**src/rtl/core/csw_pkg.sv**
```systemverilog
// Shared constants for the Caesar shift word reverser.
package csw_pkg;

  // Field widths of the input, output and configuration beats.
  localparam int unsigned CharInW  = 8;
  localparam int unsigned CharOutW = 7;
  localparam int unsigned ShiftW   = 5;
  localparam int unsigned LetterW  = 5;

  // Default word buffer depth.
  localparam int unsigned MaxWordDef = 30;

  // Alphabet size for the rotation.
  localparam logic [ShiftW:0] Alphabet = 6'd26;

  // Character codes.
  localparam logic [CharInW-1:0] CharA       = 8'h41;
  localparam logic [CharInW-1:0] CharZ       = 8'h5A;
  localparam logic [CharInW-1:0] CharSpace   = 8'h20;
  localparam logic [CharInW-1:0] CharComma   = 8'h2C;
  localparam logic [CharInW-1:0] CharPeriod  = 8'h2E;
  localparam logic [CharInW-1:0] CharQuest   = 8'h3F;
  localparam logic [CharInW-1:0] CharNewline = 8'h0A;

endpackage

```
**src/rtl/core/csw_in_if.sv**
```systemverilog
// Input channel of the Caesar shift word reverser: one raw byte per beat.
interface csw_in_if;
  import csw_pkg::*;

  logic               valid;
  logic               ready;
  logic [CharInW-1:0] char_in;
  logic               end_of_text;

  modport source (output valid, output char_in, output end_of_text, input ready);
  modport sink   (input valid, input char_in, input end_of_text, output ready);
endinterface

```
**src/rtl/core/csw_out_if.sv**
```systemverilog
// Output channel of the Caesar shift word reverser: one character per beat.
interface csw_out_if;
  import csw_pkg::*;

  logic                valid;
  logic                ready;
  logic [CharOutW-1:0] char_out;
  logic                last_of_run;
  logic                overflow_error;

  modport source (output valid, output char_out, output last_of_run,
                  output overflow_error, input ready);
  modport sink   (input valid, input char_out, input last_of_run,
                  input overflow_error, output ready);
endinterface

```
**src/rtl/core/caesar_shift_word_reverser.sv**
```systemverilog
// Top level of the Caesar shift word reverser with its word buffer memory.
//
//   Channel   Direction  Handshake        Beat contents
//   in_i      sink       valid / ready    char_in, end_of_text
//   out_o     source     valid / ready    char_out, last_of_run, overflow_error
//   shift     write      shift_we_i       shift_wdata_i
//
// A letter, a dropped byte or a delimiter with no held word is handled in the idle state.
// Each held letter is read through the buffer memory read port in S_READ, then
// loaded into the output register in S_EMIT; a trailing delimiter follows in S_DELIM.
// Reset clears the word count, the halt flag and the shift register at once.
// A stalled output holds its beat; input is taken only when the output
// register is free or being emptied in the same cycle.
module caesar_shift_word_reverser #(
  parameter int unsigned MAX_WORD = csw_pkg::MaxWordDef
) (
  input  logic                        clk_i,
  input  logic                        rst_ni,
  input  logic                        shift_we_i,
  input  logic [csw_pkg::ShiftW-1:0]  shift_wdata_i,
  csw_in_if.sink                      in_i,
  csw_out_if.source                   out_o
);
  import csw_pkg::*;

  localparam int unsigned CntW = $clog2(MAX_WORD + 1);
  localparam int unsigned IdxW = (MAX_WORD > 1) ? $clog2(MAX_WORD) : 1;

  localparam logic [1:0] S_IDLE  = 2'd0;
  localparam logic [1:0] S_READ  = 2'd1;
  localparam logic [1:0] S_EMIT  = 2'd2;
  localparam logic [1:0] S_DELIM = 2'd3;

  logic [1:0]          state_q, state_d;
  logic [CntW-1:0]     count_q, count_d;
  logic                halted_q, halted_d;
  logic [ShiftW-1:0]   shift_q;
  logic                delim_pend_q, delim_pend_d;
  logic [CharOutW-1:0] delim_q, delim_d;

  logic                out_valid_q, out_valid_d;
  logic [CharOutW-1:0] out_char_q, out_char_d;
  logic                out_last_q, out_last_d;
  logic                out_err_q, out_err_d;

  logic [LetterW-1:0]  mem_q [MAX_WORD];
  logic [LetterW-1:0]  rdata_q;
  logic                mem_we, mem_re;
  logic [IdxW-1:0]     mem_waddr, mem_raddr;
  logic [LetterW-1:0]  mem_wdata;

  logic                slot_free, in_fire;
  logic                is_letter, is_delim;
  logic [CharInW-1:0]  letter_diff;
  logic [ShiftW-1:0]   shift_mod;
  logic [ShiftW:0]     rot_sum;
  logic [ShiftW:0]     rot_red;

  // Shift register, loaded on every write enable.
  always_ff @(posedge clk_i or negedge rst_ni) begin
    if (!rst_ni) begin
      shift_q <= '0;
    end else if (shift_we_i) begin
      shift_q <= shift_wdata_i;
    end
  end

  // Character classes and the rotated letter index.
  assign is_letter   = (in_i.char_in >= CharA) && (in_i.char_in <= CharZ);
  assign is_delim    = in_i.char_in inside {CharSpace, CharComma, CharPeriod,
                                            CharQuest, CharNewline};
  assign letter_diff = in_i.char_in - CharA;
  assign shift_mod   = ({1'b0, shift_q} >= Alphabet) ?
                       ShiftW'({1'b0, shift_q} - Alphabet) : shift_q;
  assign rot_sum     = {1'b0, letter_diff[LetterW-1:0]} + {1'b0, shift_mod};
  assign rot_red     = (rot_sum >= Alphabet) ? (rot_sum - Alphabet) : rot_sum;

  assign slot_free   = !out_valid_q || out_o.ready;
  assign in_i.ready  = (state_q == S_IDLE) && slot_free;
  assign in_fire     = in_i.valid && in_i.ready;

  // Sequencer: store letters, then read the word back last letter first.
  always_comb begin
    state_d      = state_q;
    count_d      = count_q;
    halted_d     = halted_q;
    delim_pend_d = delim_pend_q;
    delim_d      = delim_q;
    out_valid_d  = out_valid_q && !out_o.ready;
    out_char_d   = out_char_q;
    out_last_d   = out_last_q;
    out_err_d    = out_err_q;
    mem_we       = 1'b0;
    mem_waddr    = count_q[IdxW-1:0];
    mem_wdata    = rot_red[LetterW-1:0];
    mem_re       = 1'b0;
    mem_raddr    = IdxW'(count_q - CntW'(1));

    case (state_q)
      S_IDLE: begin
        if (in_fire && !halted_q) begin
          delim_d = in_i.char_in[CharOutW-1:0];
          if (is_letter) begin
            if (count_q >= CntW'(MAX_WORD)) begin
              // Word too long: one error beat, then halt until reset.
              count_d     = '0;
              halted_d    = 1'b1;
              out_valid_d = 1'b1;
              out_char_d  = '0;
              out_last_d  = 1'b1;
              out_err_d   = 1'b1;
            end else begin
              mem_we       = 1'b1;
              count_d      = count_q + CntW'(1);
              delim_pend_d = 1'b0;
              if (in_i.end_of_text) begin
                state_d = S_READ;
              end
            end
          end else if (is_delim) begin
            if (count_q == '0) begin
              out_valid_d = 1'b1;
              out_char_d  = in_i.char_in[CharOutW-1:0];
              out_last_d  = 1'b1;
              out_err_d   = 1'b0;
            end else begin
              delim_pend_d = 1'b1;
              state_d      = S_READ;
            end
          end else if (in_i.end_of_text && (count_q != '0)) begin
            delim_pend_d = 1'b0;
            state_d      = S_READ;
          end
        end
      end
      S_READ: begin
        mem_re  = 1'b1;
        count_d = count_q - CntW'(1);
        state_d = S_EMIT;
      end
      S_EMIT: begin
        if (slot_free) begin
          out_valid_d = 1'b1;
          out_char_d  = CharA[CharOutW-1:0] + CharOutW'(rdata_q);
          out_last_d  = (count_q == '0) && !delim_pend_q;
          out_err_d   = 1'b0;
          if (count_q != '0) begin
            state_d = S_READ;
          end else if (delim_pend_q) begin
            state_d = S_DELIM;
          end else begin
            state_d = S_IDLE;
          end
        end
      end
      S_DELIM: begin
        if (slot_free) begin
          out_valid_d = 1'b1;
          out_char_d  = delim_q;
          out_last_d  = 1'b1;
          out_err_d   = 1'b0;
          state_d     = S_IDLE;
        end
      end
      default: begin
        state_d = S_IDLE;
      end
    endcase
  end

  // Control registers.
  always_ff @(posedge clk_i or negedge rst_ni) begin
    if (!rst_ni) begin
      state_q      <= S_IDLE;
      count_q      <= '0;
      halted_q     <= 1'b0;
      delim_pend_q <= 1'b0;
      out_valid_q  <= 1'b0;
    end else begin
      state_q      <= state_d;
      count_q      <= count_d;
      halted_q     <= halted_d;
      delim_pend_q <= delim_pend_d;
      out_valid_q  <= out_valid_d;
    end
  end

  // Payload registers.
  always_ff @(posedge clk_i) begin
    delim_q    <= delim_d;
    out_char_q <= out_char_d;
    out_last_q <= out_last_d;
    out_err_q  <= out_err_d;
  end

  // Word buffer memory with a registered read port.
  always_ff @(posedge clk_i) begin
    if (mem_we) begin
      mem_q[mem_waddr] <= mem_wdata;
    end
  end

  always_ff @(posedge clk_i) begin
    if (mem_re) begin
      rdata_q <= mem_q[mem_raddr];
    end
  end

  // Output beat.
  assign out_o.valid          = out_valid_q;
  assign out_o.char_out       = out_char_q;
  assign out_o.last_of_run    = out_last_q;
  assign out_o.overflow_error = out_err_q;

endmodule

```
**src/flat_wrapper.sv**
```systemverilog
// flat-port wrapper written by rule: the top's interface ports become plain ports
module caesar_shift_word_reverser_flat import csw_pkg::*;
#(
  parameter int unsigned MAX_WORD = csw_pkg::MaxWordDef
)
  (clk_i, rst_ni, shift_we_i, shift_wdata_i, in_i_valid, in_i_char_in, in_i_end_of_text, in_i_ready, out_o_valid, out_o_char_out, out_o_last_of_run, out_o_overflow_error, out_o_ready);
  csw_in_if in_i_i ();
  csw_out_if out_o_i ();
  input  logic clk_i;
  input  logic rst_ni;
  input  logic shift_we_i;
  input  logic [csw_pkg::ShiftW-1:0] shift_wdata_i;
  input wire logic [$bits(in_i_i.valid)-1:0] in_i_valid;
  input wire logic [$bits(in_i_i.char_in)-1:0] in_i_char_in;
  input wire logic [$bits(in_i_i.end_of_text)-1:0] in_i_end_of_text;
  output wire logic [$bits(in_i_i.ready)-1:0] in_i_ready;
  output wire logic [$bits(out_o_i.valid)-1:0] out_o_valid;
  output wire logic [$bits(out_o_i.char_out)-1:0] out_o_char_out;
  output wire logic [$bits(out_o_i.last_of_run)-1:0] out_o_last_of_run;
  output wire logic [$bits(out_o_i.overflow_error)-1:0] out_o_overflow_error;
  input wire logic [$bits(out_o_i.ready)-1:0] out_o_ready;
  assign in_i_i.valid = in_i_valid;
  assign in_i_i.char_in = in_i_char_in;
  assign in_i_i.end_of_text = in_i_end_of_text;
  assign in_i_ready = in_i_i.ready;
  assign out_o_valid = out_o_i.valid;
  assign out_o_char_out = out_o_i.char_out;
  assign out_o_last_of_run = out_o_i.last_of_run;
  assign out_o_overflow_error = out_o_i.overflow_error;
  assign out_o_i.ready = out_o_ready;
  caesar_shift_word_reverser #(.MAX_WORD(MAX_WORD)) u_core (.clk_i(clk_i), .rst_ni(rst_ni), .shift_we_i(shift_we_i), .shift_wdata_i(shift_wdata_i), .in_i(in_i_i), .out_o(out_o_i));
endmodule
```
**config.mk**
```make
export PLATFORM = sky130hd
export DESIGN_NAME = caesar_shift_word_reverser_flat
export DESIGN_NICKNAME = d
export VERILOG_FILES = /design/src/rtl/core/csw_pkg.sv /design/src/rtl/core/csw_in_if.sv /design/src/rtl/core/csw_out_if.sv /design/src/rtl/core/caesar_shift_word_reverser.sv /design/src/flat_wrapper.sv
export SDC_FILE = /design/constraint.sdc
export NUM_CORES = 1
export LEC_CHECK = 0
export ABC_CLOCK_PERIOD_IN_PS = 5800
export BUFFER_PORTS_ARGS = -buffer_cell sky130_fd_sc_hd__buf_4
export CAP_MARGIN = 20
export CORE_UTILIZATION = 35
export CTS_CLUSTER_DIAMETER = 150
export DETAILED_ROUTE_END_ITERATION = 10
export GPL_ROUTABILITY_DRIVEN = 0
export PLACE_DENSITY = 0.46
export REMOVE_ABC_BUFFERS = 1
export SYNTH_ARGS = -nofsm -noshare
export SYNTH_HDL_FRONTEND = slang
export SYNTH_SLANG_ARGS = --single-unit
```
**constraint.sdc**
```tcl
create_clock -name clk_i -period 5.8 [get_ports clk_i]
set_clock_uncertainty 0.05 [all_clocks]
set_input_delay 0.58 -clock clk_i [delete_from_list [all_inputs] [get_ports clk_i]]
set_output_delay 0.58 -clock clk_i [all_outputs]
set_load 0.01 [all_outputs]
```
==> impl_metrics.toml, run 1 <==
[die]
io-pin-count = 30
initial_utilization = 0.356
die-height_um = 156
chipWidth_um = 156
fp.dieArea_um2 = 24400
rows = 56
floorplan.core_area_um2 = 23400

[synth]
synth_common_cells = "sky130_fd_sc_hd__edfxtp_1, sky130_fd_sc_hd__nor2_1, sky130_fd_sc_hd__mux4_2"
synth.avg_cell_area_um2 = 15.4
synth-seq-area-share = 0.662
synth_cell_types = 58
yosys_top_cell_by_area = "sky130_fd_sc_hd__edfxtp_1"
synthFlopType = "sky130_fd_sc_hd__edfxtp_1"
synth-edff-count = 171
most_used_standard_cell_by_instance_count_after_synthesis = "sky130_fd_sc_hd__edfxtp_1"
postSynth.asyncResetShare = 0.0806
yosys_warnings = 0
postSynthCellCount = 542
mappedNetlistArea_um2 = 8320
yosys-top-cells-area = "sky130_fd_sc_hd__edfxtp_1, sky130_fd_sc_hd__mux4_2, sky130_fd_sc_hd__dfrtp_1"
synthDominantCellAreaShare = 0.617
register_bit_count_reported_by_yosys = 186

[grt]
vias_in_the_first_global_route = 4913
grtUsageTotal = 0.166
grt_antenna_before_repair = 0
grt_first_pass_wirelength_mm = 29.6
pin_count_of_the_biggest_net_entering_global_routing = 47
grt-ovfl-total = 0

[worst_setup_path]
critPathMaxFanout = 17
cp-endpoint = "u_core.mem_q[22][2]"
setup.worst_path.start_class = "register"
crit_path_end_kind = "register"
worst-r2r-cell-count = 13
worst-path-stages = 13
arrival_time_of_the_worst_setup_path_ns = 4.23
crit_path_max_incr_delay_ns = 0.72
timing.critical_path.max_delay_family = "compound AO/OA/AOI/OAI gates"
timing.setup.critical_path_class = "reg -> reg"
reg2reg_to = "u_core.mem_q[22][2]"
rrSetupSlack_ns = 1.79
r2r_start = "u_core.shift_q[1]"
cells_traversed_along_the_worst_timing_path = "inv_1 -> ha_1 -> inv_1 -> a21oi_1 -> o21ai_0 -> o31ai_1 -> ha_1 -> a211oi_1 -> o21bai_1 -> a21oi_1 -> o21ai_0 -> a32oi_2 -> buf_4"
cp_data_required_time_ns = 6.02
slowest_cell_on_crit_path = "sky130_fd_sc_hd__a32oi_2"
cp_num_buf_inv = 3
timing.critical_path.from = "u_core.shift_q[1]"

[finish]
drive_above_1_share = 0.222
layout_overhead_on_the_synthesized_area_pct = 14.4
layout.nets = 613
antennaDiodeCount = 0
stdcell_count = 909

[timing]
post-route-min-period_ns = 4.01
final.setup.tns_ns = 0
final_min_period_over_clock_period = 0.691
relSlewSlack = 0.342
finalSetupViolCount = 0
maxClockFrequency_ghz = 0.250
final_slew_violations = 0
timing_hold_violations_final = 0
grt_setup_unrepaired = "false"
timing_worst_slew_pin_value_ns = 0.980

[power]
ir_drop_mv = 0.187
design_power_total_w = 0.00472
p_per_area_nw_per_um2 = 496
power.static_leakage_nw = 3.19

[detailed_routing]
drt_pass1_iterations = 5
drt-initial-drc-count = 292
finalWirelength_mm = 19.0
detail_route.vias_per_cell = 5.27
drt-wirelength-per-cell_um = 20.9
drc = 0
total_vias_in_the_final_route = 4793
antenna_violating_nets_post_route = 0

[clock_network]
total_cts_buffers = 17
tritoncts = "built"
clock_insertion_delay_worst_skew_ns = 0.43
hold_buffers = 1
cts_setup_buffers = 0
htree_levels = 4
tritoncts_num_sinks = 186
ctsLongestPathBuffers = 2
cts.reportedPaths.clkPinSlew_ns = 0.07
clock-root-buffer = "sky130_fd_sc_hd__clkbuf_16"
post_cts_resized = 0

[status]
status = "complete, no violations"

[place]
detailedPlacementHpwl_mm = 13.1
buffer_ports.inserted = 29
dpl.cell_count = 872

[run]
drv.max_cap_violation_count = 0

[min_path]
worstHoldPathType = "in -> reg"
[through the flow]
stage	worst slack, ns	area [µm²]	utilization	hold WS, ns
2_1_floorplan	1.41	8200	-	0.234
3_3_place_gp	1.97	8900	0.380	0.395
3_5_place_dp	1.66	8900	0.380	0.400
4_1_cts	1.64	9460	0.404	0.288
5_1_grt	1.36	9520	0.407	0.290
6_report	1.79	9520	0.407	0.301
[layer usage]
metal  part of all wire  GRT usage
met3              0.032     0.0317
met5                  0          0
met1               0.45      0.212
met4              0.016     0.0574
met2               0.50      0.283
[how the worst min path moves through the flow]
stage                          startpoint                end  cells past startpoint
after floorplan                    rst_ni  u_core.count_q[0]                      0
after global placement    u_core.halted_q    u_core.halted_q                      1
after detailed placement  u_core.halted_q    u_core.halted_q                      1
after CTS                 in_i_char_in[6]  u_core.delim_q[6]                      1
after global routing      in_i_char_in[6]  u_core.delim_q[6]                      1
final                     in_i_char_in[6]  u_core.delim_q[6]                      1
[cells in the final DEF, fill, tap and decap left out, types with 5 or more instances in the layout]
cell,synthesis,final
sky130_fd_sc_hd__nand2_1,33,33
sky130_fd_sc_hd__o31ai_1,6,6
sky130_fd_sc_hd__ha_1,16,16
sky130_fd_sc_hd__nand3_1,8,8
sky130_fd_sc_hd__xor2_1,6,6
sky130_fd_sc_hd__mux2i_1,11,11
sky130_fd_sc_hd__a21oi_1,16,16
sky130_fd_sc_hd__nand2b_1,10,10
sky130_fd_sc_hd__mux4_2,35,35
sky130_fd_sc_hd__nor4_1,5,5
sky130_fd_sc_hd__inv_1,17,17
sky130_fd_sc_hd__o221ai_1,5,5
sky130_fd_sc_hd__edfxtp_1,171,171
sky130_fd_sc_hd__nor2_1,37,37
sky130_fd_sc_hd__nor3_1,18,18
sky130_fd_sc_hd__mux2_2,13,13
sky130_fd_sc_hd__dfrtp_1,15,14
sky130_fd_sc_hd__clkbuf_16,0,17
sky130_fd_sc_hd__o21ai_0,23,23
sky130_fd_sc_hd__buf_4,0,38
sky130_fd_sc_hd__a22oi_1,9,9
[registers in the layout, summed over array words and instances (netlist names)]
register	flops
u_core.mem_q	150
u_core.delim_q	7
u_core.out_o.char_out	7
u_core.count_q	5
u_core.rdata_q	5
u_core.shift_q	5
u_core.state_q	2
u_core.delim_pend_q	1
u_core.halted_q	1
u_core.out_o.last_of_run	1
u_core.out_o.overflow_error	1
u_core.out_o.valid	1
[report_power, final]
part	internal (W)	leakage, nW	switching (W)
logic	0.000733	1.20	0.00101
registers	0.00176	1.72	0.000129
clock network	0.000559	0.265	0.000531
[layout make-up]
| cell class | instances | area, µm² |
|---|---|---|
| inverter | 18 | 67.6 |
| clock inverter | 14 | 116 |
| sequential | 186 | 5510 |
| tap | 319 | 399 |
| multi-input combinational | 311 | 2640 |
| clock buffer | 18 | 429 |
| timing repair buffer | 43 | 358 |
| fill | 2192 | 13900 |
[logic make-up (layout without fill, tap and decap cells)]
family	count (synthesis)	after routing	synth area share
AOI/OAI and AO/OA	97	97	0.0786
xor gates and xnor gates	10	10	0.0105
adders and majority gates	17	17	0.0265
buffers and inverters	45	93	0.0225
DFF	186	186	0.662
muxes	59	59	0.126
and+or+nand+nor	128	128	0.0743
(Power assumes the default switching activity.)
==> run 2: changes to the inputs <==
- ABC_CLOCK_PERIOD_IN_PS: 5800 -> 4200
- clock period: 5.8 -> 4.2 ns (I/O delays scaled with it)
==> impl_metrics.toml, run 2 (synthesis gave the netlist of run 1 again) <==
[finish]
mostFrequentLayoutCell = "sky130_fd_sc_hd__edfxtp_1"
largest_reg_flops = 150
fill_cell_count = 2185
layout_overhead_on_the_synthesized_area_pct = 16.3
stdcell_count = 920
drive_above_1_share = 0.238
layout.nets = 624
regMostFlops = "u_core.mem_q"
most-common-layout-cells = "sky130_fd_sc_hd__edfxtp_1, sky130_fd_sc_hd__buf_4, sky130_fd_sc_hd__nor2_1"
antennaDiodeCount = 0
multi_input_area_um2 = 2640
register_area_um2 = 5510

[detailed_routing]
drt_pass1_iterations = 5
finalWirelength_mm = 18.9
drc = 0
detail_route.vias_per_cell = 5.19
total_vias_in_the_final_route = 4779
drt-initial-drc-count = 302
antenna_violating_nets_post_route = 0
drt-wirelength-per-cell_um = 20.5

[power]
ir_drop_mv = 0.272
p_per_area_nw_per_um2 = 700
power.static_leakage_nw = 3.29
power.share.switching = 0.341
internal-power_w = 0.00446
design_power_total_w = 0.00678
clock_power_share = 0.257
comb_power_share = 0.360
pwr-share-seq = 0.384
net-switching-power_w = 0.00231

[timing]
grt_setup_unrepaired = "false"
final_min_period_over_clock_period = 0.841
timing_hold_violations_final = 0
final.setup.tns_ns = 0
timing_worst_slew_pin_value_ns = 0.927
final_slew_violations = 0
relSlewSlack = 0.382
post-route-min-period_ns = 3.53
maxClockFrequency_ghz = 0.283
finalSetupViolCount = 0
setup_slack_after_layout_ns = 0.669

[clock_network]
hold_buffers = 1
clock-root-buffer = "sky130_fd_sc_hd__clkbuf_16"
htree_levels = 4
clock_insertion_delay_worst_skew_ns = 0.43
ctsLongestPathBuffers = 2
post_cts_resized = 0
total_cts_buffers = 17
tritoncts_num_sinks = 186
tritoncts = "built"
cts.reportedPaths.clkPinSlew_ns = 0.07
cts_setup_buffers = 0

[die]
chipWidth_um = 156
floorplan.core_area_um2 = 23400
initial_utilization = 0.356
rows = 56
die-height_um = 156
fp.dieArea_um2 = 24400
io-pin-count = 30

[worst_setup_path]
rrSetupSlack_ns = 0.67
arrival_time_of_the_worst_setup_path_ns = 3.75
worst-r2r-cell-count = 13
setup.worst_path.start_class = "register"
cp_data_required_time_ns = 4.42
timing.setup.critical_path_class = "reg -> reg"
cp_num_buf_inv = 3
crit_path_max_incr_delay_ns = 0.48
slowest_cell_on_crit_path = "sky130_fd_sc_hd__fa_1"
crit_path_end_kind = "register"
r2r_start = "u_core.shift_q[1]"
cells_traversed_along_the_worst_timing_path = "inv_1 -> ha_1 -> inv_1 -> a21oi_1 -> o21ai_0 -> o31ai_1 -> fa_1 -> a21o_1 -> a21oi_1 -> xor2_1 -> o311ai_0 -> a21boi_2 -> buf_12"
critPathMaxFanout = 24
timing.critical_path.max_delay_family = "compound AO/OA/AOI/OAI gates"
reg2reg_to = "u_core.mem_q[19][1]"

[place]
detailedPlacementHpwl_mm = 12.8
worst_setup_slack_post_dpl_ns = 0.741
buffer_ports.inserted = 29
dpl.cell_count = 886

[run]
drv.max_cap_violation_count = 0

[grt]
pin_count_of_the_biggest_net_entering_global_routing = 47
grt_first_pass_wirelength_mm = 29.2
grtUsageTotal = 0.166
grt_antenna_before_repair = 0
grt-ovfl-total = 0
vias_in_the_first_global_route = 4806

[min_path]
holdPathEnd = "u_core.delim_q[6]"
worst_hold_path.num_cells = 1
worstHoldStart = "in_i_char_in[6]"
worstHoldPathType = "in -> reg"

[status]
status = "complete, no violations"
run 2: worst reg2reg max path, stage by stage, from the launching register on:
cell	delay, ns
sky130_fd_sc_hd__dfrtp_1	0.41
sky130_fd_sc_hd__inv_1	0.07
sky130_fd_sc_hd__ha_1	0.23
sky130_fd_sc_hd__inv_1	0.10
sky130_fd_sc_hd__a21oi_1	0.06
sky130_fd_sc_hd__o21ai_0	0.15
sky130_fd_sc_hd__o31ai_1	0.15
sky130_fd_sc_hd__fa_1	0.48
sky130_fd_sc_hd__a21o_1	0.17
sky130_fd_sc_hd__a21oi_1	0.26
sky130_fd_sc_hd__xor2_1	0.18
sky130_fd_sc_hd__o311ai_0	0.34
sky130_fd_sc_hd__a21boi_2	0.47
sky130_fd_sc_hd__buf_12	0.22
run 2: metrics by stage:
| stage | util | cell area [µm²] | hold slack (ns) |
|---|---|---|---|
| after floorplan | - | 8200 | 0.0744 |
| after global placement | 0.385 | 9020 | 0.244 |
| after detailed placement | 0.385 | 9020 | 0.255 |
| after CTS | 0.413 | 9670 | 0.131 |
| after global routing | 0.414 | 9680 | 0.129 |
| final | 0.414 | 9680 | 0.149 |
run 2: final cells by class:
class,instances,area share
inverters,18,0.00698
well taps,319,0.0412
flip-flops and latches,186,0.569
multi-input cells,311,0.273
repair buffers,54,0.0442
clock buffers,18,0.0443
clock inverters,14,0.0213
run 2: worst max-delay path by stage:
stage / start / to / slack [ns] / cells after the start
6_report: u_core.shift_q[1] / u_core.mem_q[19][1] / 0.67 / 13
5_1_grt: u_core.shift_q[1] / u_core.mem_q[17][1] / 0.37 / 13
4_1_cts: u_core.shift_q[1] / u_core.mem_q[16][1] / 0.71 / 13
3_5_place_dp: u_core.shift_q[1] / u_core.mem_q[10][1] / 0.74 / 13
3_3_place_gp: u_core.shift_q[1] / u_core.mem_q[9][1] / 0.84 / 13
2_1_floorplan: u_core.count_q[0] / u_core.rdata_q[0] / -0.19 / 6
run 2: power groups by stage:
stage | registers (W) | logic [W] | clock network (W)
after detailed placement | 0.00263 | 0.00248 | 0
final | 0.00260 | 0.00244 | 0.00174
after floorplan | 0.00270 | 0.00151 | 0
after global placement | 0.00263 | 0.00247 | 0
after global routing | 0.00262 | 0.00267 | 0.00185
after CTS | 0.00259 | 0.00249 | 0.00177
run 2: layer usage:
layer / GRT usage / wire [µm] / vias up
met5: 0 / 0 / -
met4: 0.0401 / 317 / 0
met3: 0.0364 / 684 / 18
li1: - / - / 2227
met1: 0.218 / 8480 / 2434
met2: 0.278 / 9390 / 100
==> run 3: changes to the inputs <==
- ABC_AREA: default -> 1
- ABC_CLOCK_PERIOD_IN_PS: 4200 -> 3200
- PLACE_DENSITY: 0.46 -> 0.48
- clock period: 4.2 -> 3.2 ns (I/O delays scaled with it)
==> impl_metrics.toml, run 3 <==
[finish]
layout_overhead_on_the_synthesized_area_pct = 14.6
fill_cell_count = 2253
antennaDiodeCount = 0
final_util = 0.411
layout.nets = 839
drive_above_1_share = 0.132
stdcell_count = 1135
regMostFlops = "u_core.mem_q"
mostFrequentLayoutCell = "sky130_fd_sc_hd__edfxtp_1"
most-common-layout-cells = "sky130_fd_sc_hd__edfxtp_1, sky130_fd_sc_hd__nor2_1, sky130_fd_sc_hd__nand2_1"
largest_reg_flops = 150

[synth]
yosys-top-cells-area = "sky130_fd_sc_hd__edfxtp_1, sky130_fd_sc_hd__nor2_1, sky130_fd_sc_hd__o21ai_0"
synthFlopType = "sky130_fd_sc_hd__edfxtp_1"
mappedNetlistArea_um2 = 8480
postSynthCellCount = 773
register_bit_count_reported_by_yosys = 186
synth-seq-area-share = 0.650
synth_common_cells = "sky130_fd_sc_hd__edfxtp_1, sky130_fd_sc_hd__nor2_1, sky130_fd_sc_hd__nand2_1"
synth-edff-count = 171
yosys_warnings = 0
yosys_top_cell_by_area = "sky130_fd_sc_hd__edfxtp_1"
synth.avg_cell_area_um2 = 11.0
postSynth.asyncResetShare = 0.0806
most_used_standard_cell_by_instance_count_after_synthesis = "sky130_fd_sc_hd__edfxtp_1"
synth_cell_types = 39
synthDominantCellAreaShare = 0.606

[timing]
grt_setup_unrepaired = "true"
final_min_period_over_clock_period = 0.954
timing_worst_slew_pin_value_ns = 0.585
finalSetupViolCount = 0
final_slew_violations = 0
relSlewSlack = 0.610
timing_hold_violations_final = 0
post-route-min-period_ns = 3.05
maxClockFrequency_ghz = 0.327

[min_path]
worstHoldPathType = "in -> reg"

[die]
die-height_um = 158
io-pin-count = 30
initial_utilization = 0.359
floorplan.core_area_um2 = 23600
chipWidth_um = 158
rows = 56
fp.dieArea_um2 = 24800

[detailed_routing]
drt-wirelength-per-cell_um = 17.3
detail_route.vias_per_cell = 4.98
total_vias_in_the_final_route = 5652
antenna_violating_nets_post_route = 0
drt-initial-drc-count = 452
finalWirelength_mm = 19.6
drt_pass1_iterations = 7
drc = 0

[clock_network]
cts.reportedPaths.clkPinSlew_ns = 0.07
ctsLongestPathBuffers = 2
clock-root-buffer = "sky130_fd_sc_hd__clkbuf_16"
tritoncts_num_sinks = 186
clock_insertion_delay_worst_skew_ns = 0.43
htree_levels = 4
tritoncts = "built"
total_cts_buffers = 17
cts_setup_buffers = 0

[worst_setup_path]
slowest_cell_on_crit_path = "sky130_fd_sc_hd__fa_2"
timing.setup.critical_path_class = "reg -> reg"
crit_path_max_incr_delay_ns = 0.60
setup.worst_path.start_class = "register"
critPathMaxFanout = 30
cp_data_required_time_ns = 3.41
cp_num_buf_inv = 4
cells_traversed_along_the_worst_timing_path = "inv_1 -> ha_1 -> o31ai_1 -> nand3_1 -> inv_1 -> nand2_1 -> nand2_1 -> fa_2 -> inv_1 -> nand2_1 -> nand3_1 -> or2_2 -> nand2_2 -> nand2_1 -> o21ai_2 -> buf_12"
arrival_time_of_the_worst_setup_path_ns = 3.27
timing.critical_path.max_delay_family = "simple AND/OR/NAND/NOR gates"
crit_path_end_kind = "register"
timing.critical_path.mode_cell = "sky130_fd_sc_hd__nand2_1"

[place]
dpl.cell_count = 1102
buffer_ports.inserted = 29
detailedPlacementHpwl_mm = 12.7

[grt]
grt-ovfl-total = 0
grt_first_pass_wirelength_mm = 30.8
grt_antenna_before_repair = 0
pin_count_of_the_biggest_net_entering_global_routing = 57
grtUsageTotal = 0.167
vias_in_the_first_global_route = 5593

[status]
status = "complete, no violations"

[power]
ir_drop_mv = 0.266
p_per_area_nw_per_um2 = 592
power.static_leakage_nw = 3.52

[run]
drv.max_cap_violation_count = 0
## run 3: layout make-up
class	count	area, µm²	share of cell area
tap	319	399	0.0411
clock inverter	15	179	0.0184
inverter	42	159	0.0164
timing repair buffer	44	387	0.0398
multi-input combinational	512	2650	0.273
clock buffer	17	425	0.0438
sequential	186	5510	0.567
## run 3: worst paths after layout
| kind | from | endpoint | slack (ns) | cells past startpoint |
|---|---|---|---|---|
| setup reg to reg | u_core.shift_q[2] | u_core.mem_q[25][3] | 0.15 | 16 |
| setup / recovery | u_core.shift_q[2] | u_core.mem_q[25][3] | 0.15 | 16 |
| max in group asynchronous | rst_ni | u_core.count_q[0] | 2.62 | 2 |
| hold / removal | shift_wdata_i[4] | u_core.shift_q[4] | 0.04 | 3 |
| min in group asynchronous | rst_ni | u_core.shift_q[2] | 0.25 | 2 |
| hold reg to reg | u_core.delim_pend_q | u_core.delim_pend_q | 0.45 | 2 |
## run 3: repair_timing
item | 4_1_cts | 5_1_grt
endpoints found under the hold margin | 15 | 0
hold buffers | 1 | 0
pin swaps | 0 | 1
endpoints found under the setup margin | 40 | 120
gates resized for setup | 2 | 9
## run 3: cells by family after synthesis
logic type / count (synthesis) / synth area share
DFF: 186 / 0.650
xor gates and xnor gates: 9 / 0.0124
buffers and inverters: 75 / 0.0391
adders and majority gates: 17 / 0.0260
muxes: 1 / 0.00133
AOI/OAI and AO/OA: 162 / 0.110
and+or+nand+nor: 323 / 0.161
## run 3: metal layers
layer | up-vias | part of all wire | GRT usage
li1 | 2788 | - | -
met3 | 22 | 0.040 | 0.0323
met5 | - | 0 | 0
met4 | 0 | 0.012 | 0.0495
met1 | 2710 | 0.47 | 0.225
met2 | 132 | 0.47 | 0.273
## run 3: power by group
part           leakage [nW]  total [W]  switching, W  internal (W)
registers              1.72    0.00295    0.00000447       0.00295
logic                  1.50   0.000662      0.000454      0.000209
clock network         0.292    0.00214       0.00102       0.00112
## run 3: worst register-to-register path, cell delays in order, from the launching register on
cell                      delay, ns
sky130_fd_sc_hd__dfrtp_1       0.42
sky130_fd_sc_hd__inv_1         0.09
sky130_fd_sc_hd__ha_1          0.16
sky130_fd_sc_hd__o31ai_1       0.08
sky130_fd_sc_hd__nand3_1       0.15
sky130_fd_sc_hd__inv_1         0.08
sky130_fd_sc_hd__nand2_1       0.08
sky130_fd_sc_hd__nand2_1       0.10
sky130_fd_sc_hd__fa_2          0.60
sky130_fd_sc_hd__inv_1         0.07
sky130_fd_sc_hd__nand2_1       0.06
sky130_fd_sc_hd__nand3_1       0.10
sky130_fd_sc_hd__or2_2         0.35
sky130_fd_sc_hd__nand2_2       0.13
sky130_fd_sc_hd__nand2_1       0.08
sky130_fd_sc_hd__o21ai_2       0.08
sky130_fd_sc_hd__buf_12        0.19
## run 3: stage by stage
stage	setup WS (ns)	instance area, µm²	hold WS, ns	TNS, ns	power, W
2_1_floorplan	-1.18	8300	-0.0256	-178.92	0.00331
3_3_place_gp	0.152	9060	0.163	0	0.00359
3_5_place_dp	0.0146	9060	0.160	0	0.00362
4_1_cts	0.0563	9680	0.0213	0	0.00575
5_1_grt	-0.0112	9710	0.0175	-0.124	0.00595
6_report	0.147	9710	0.0426	0	0.00575
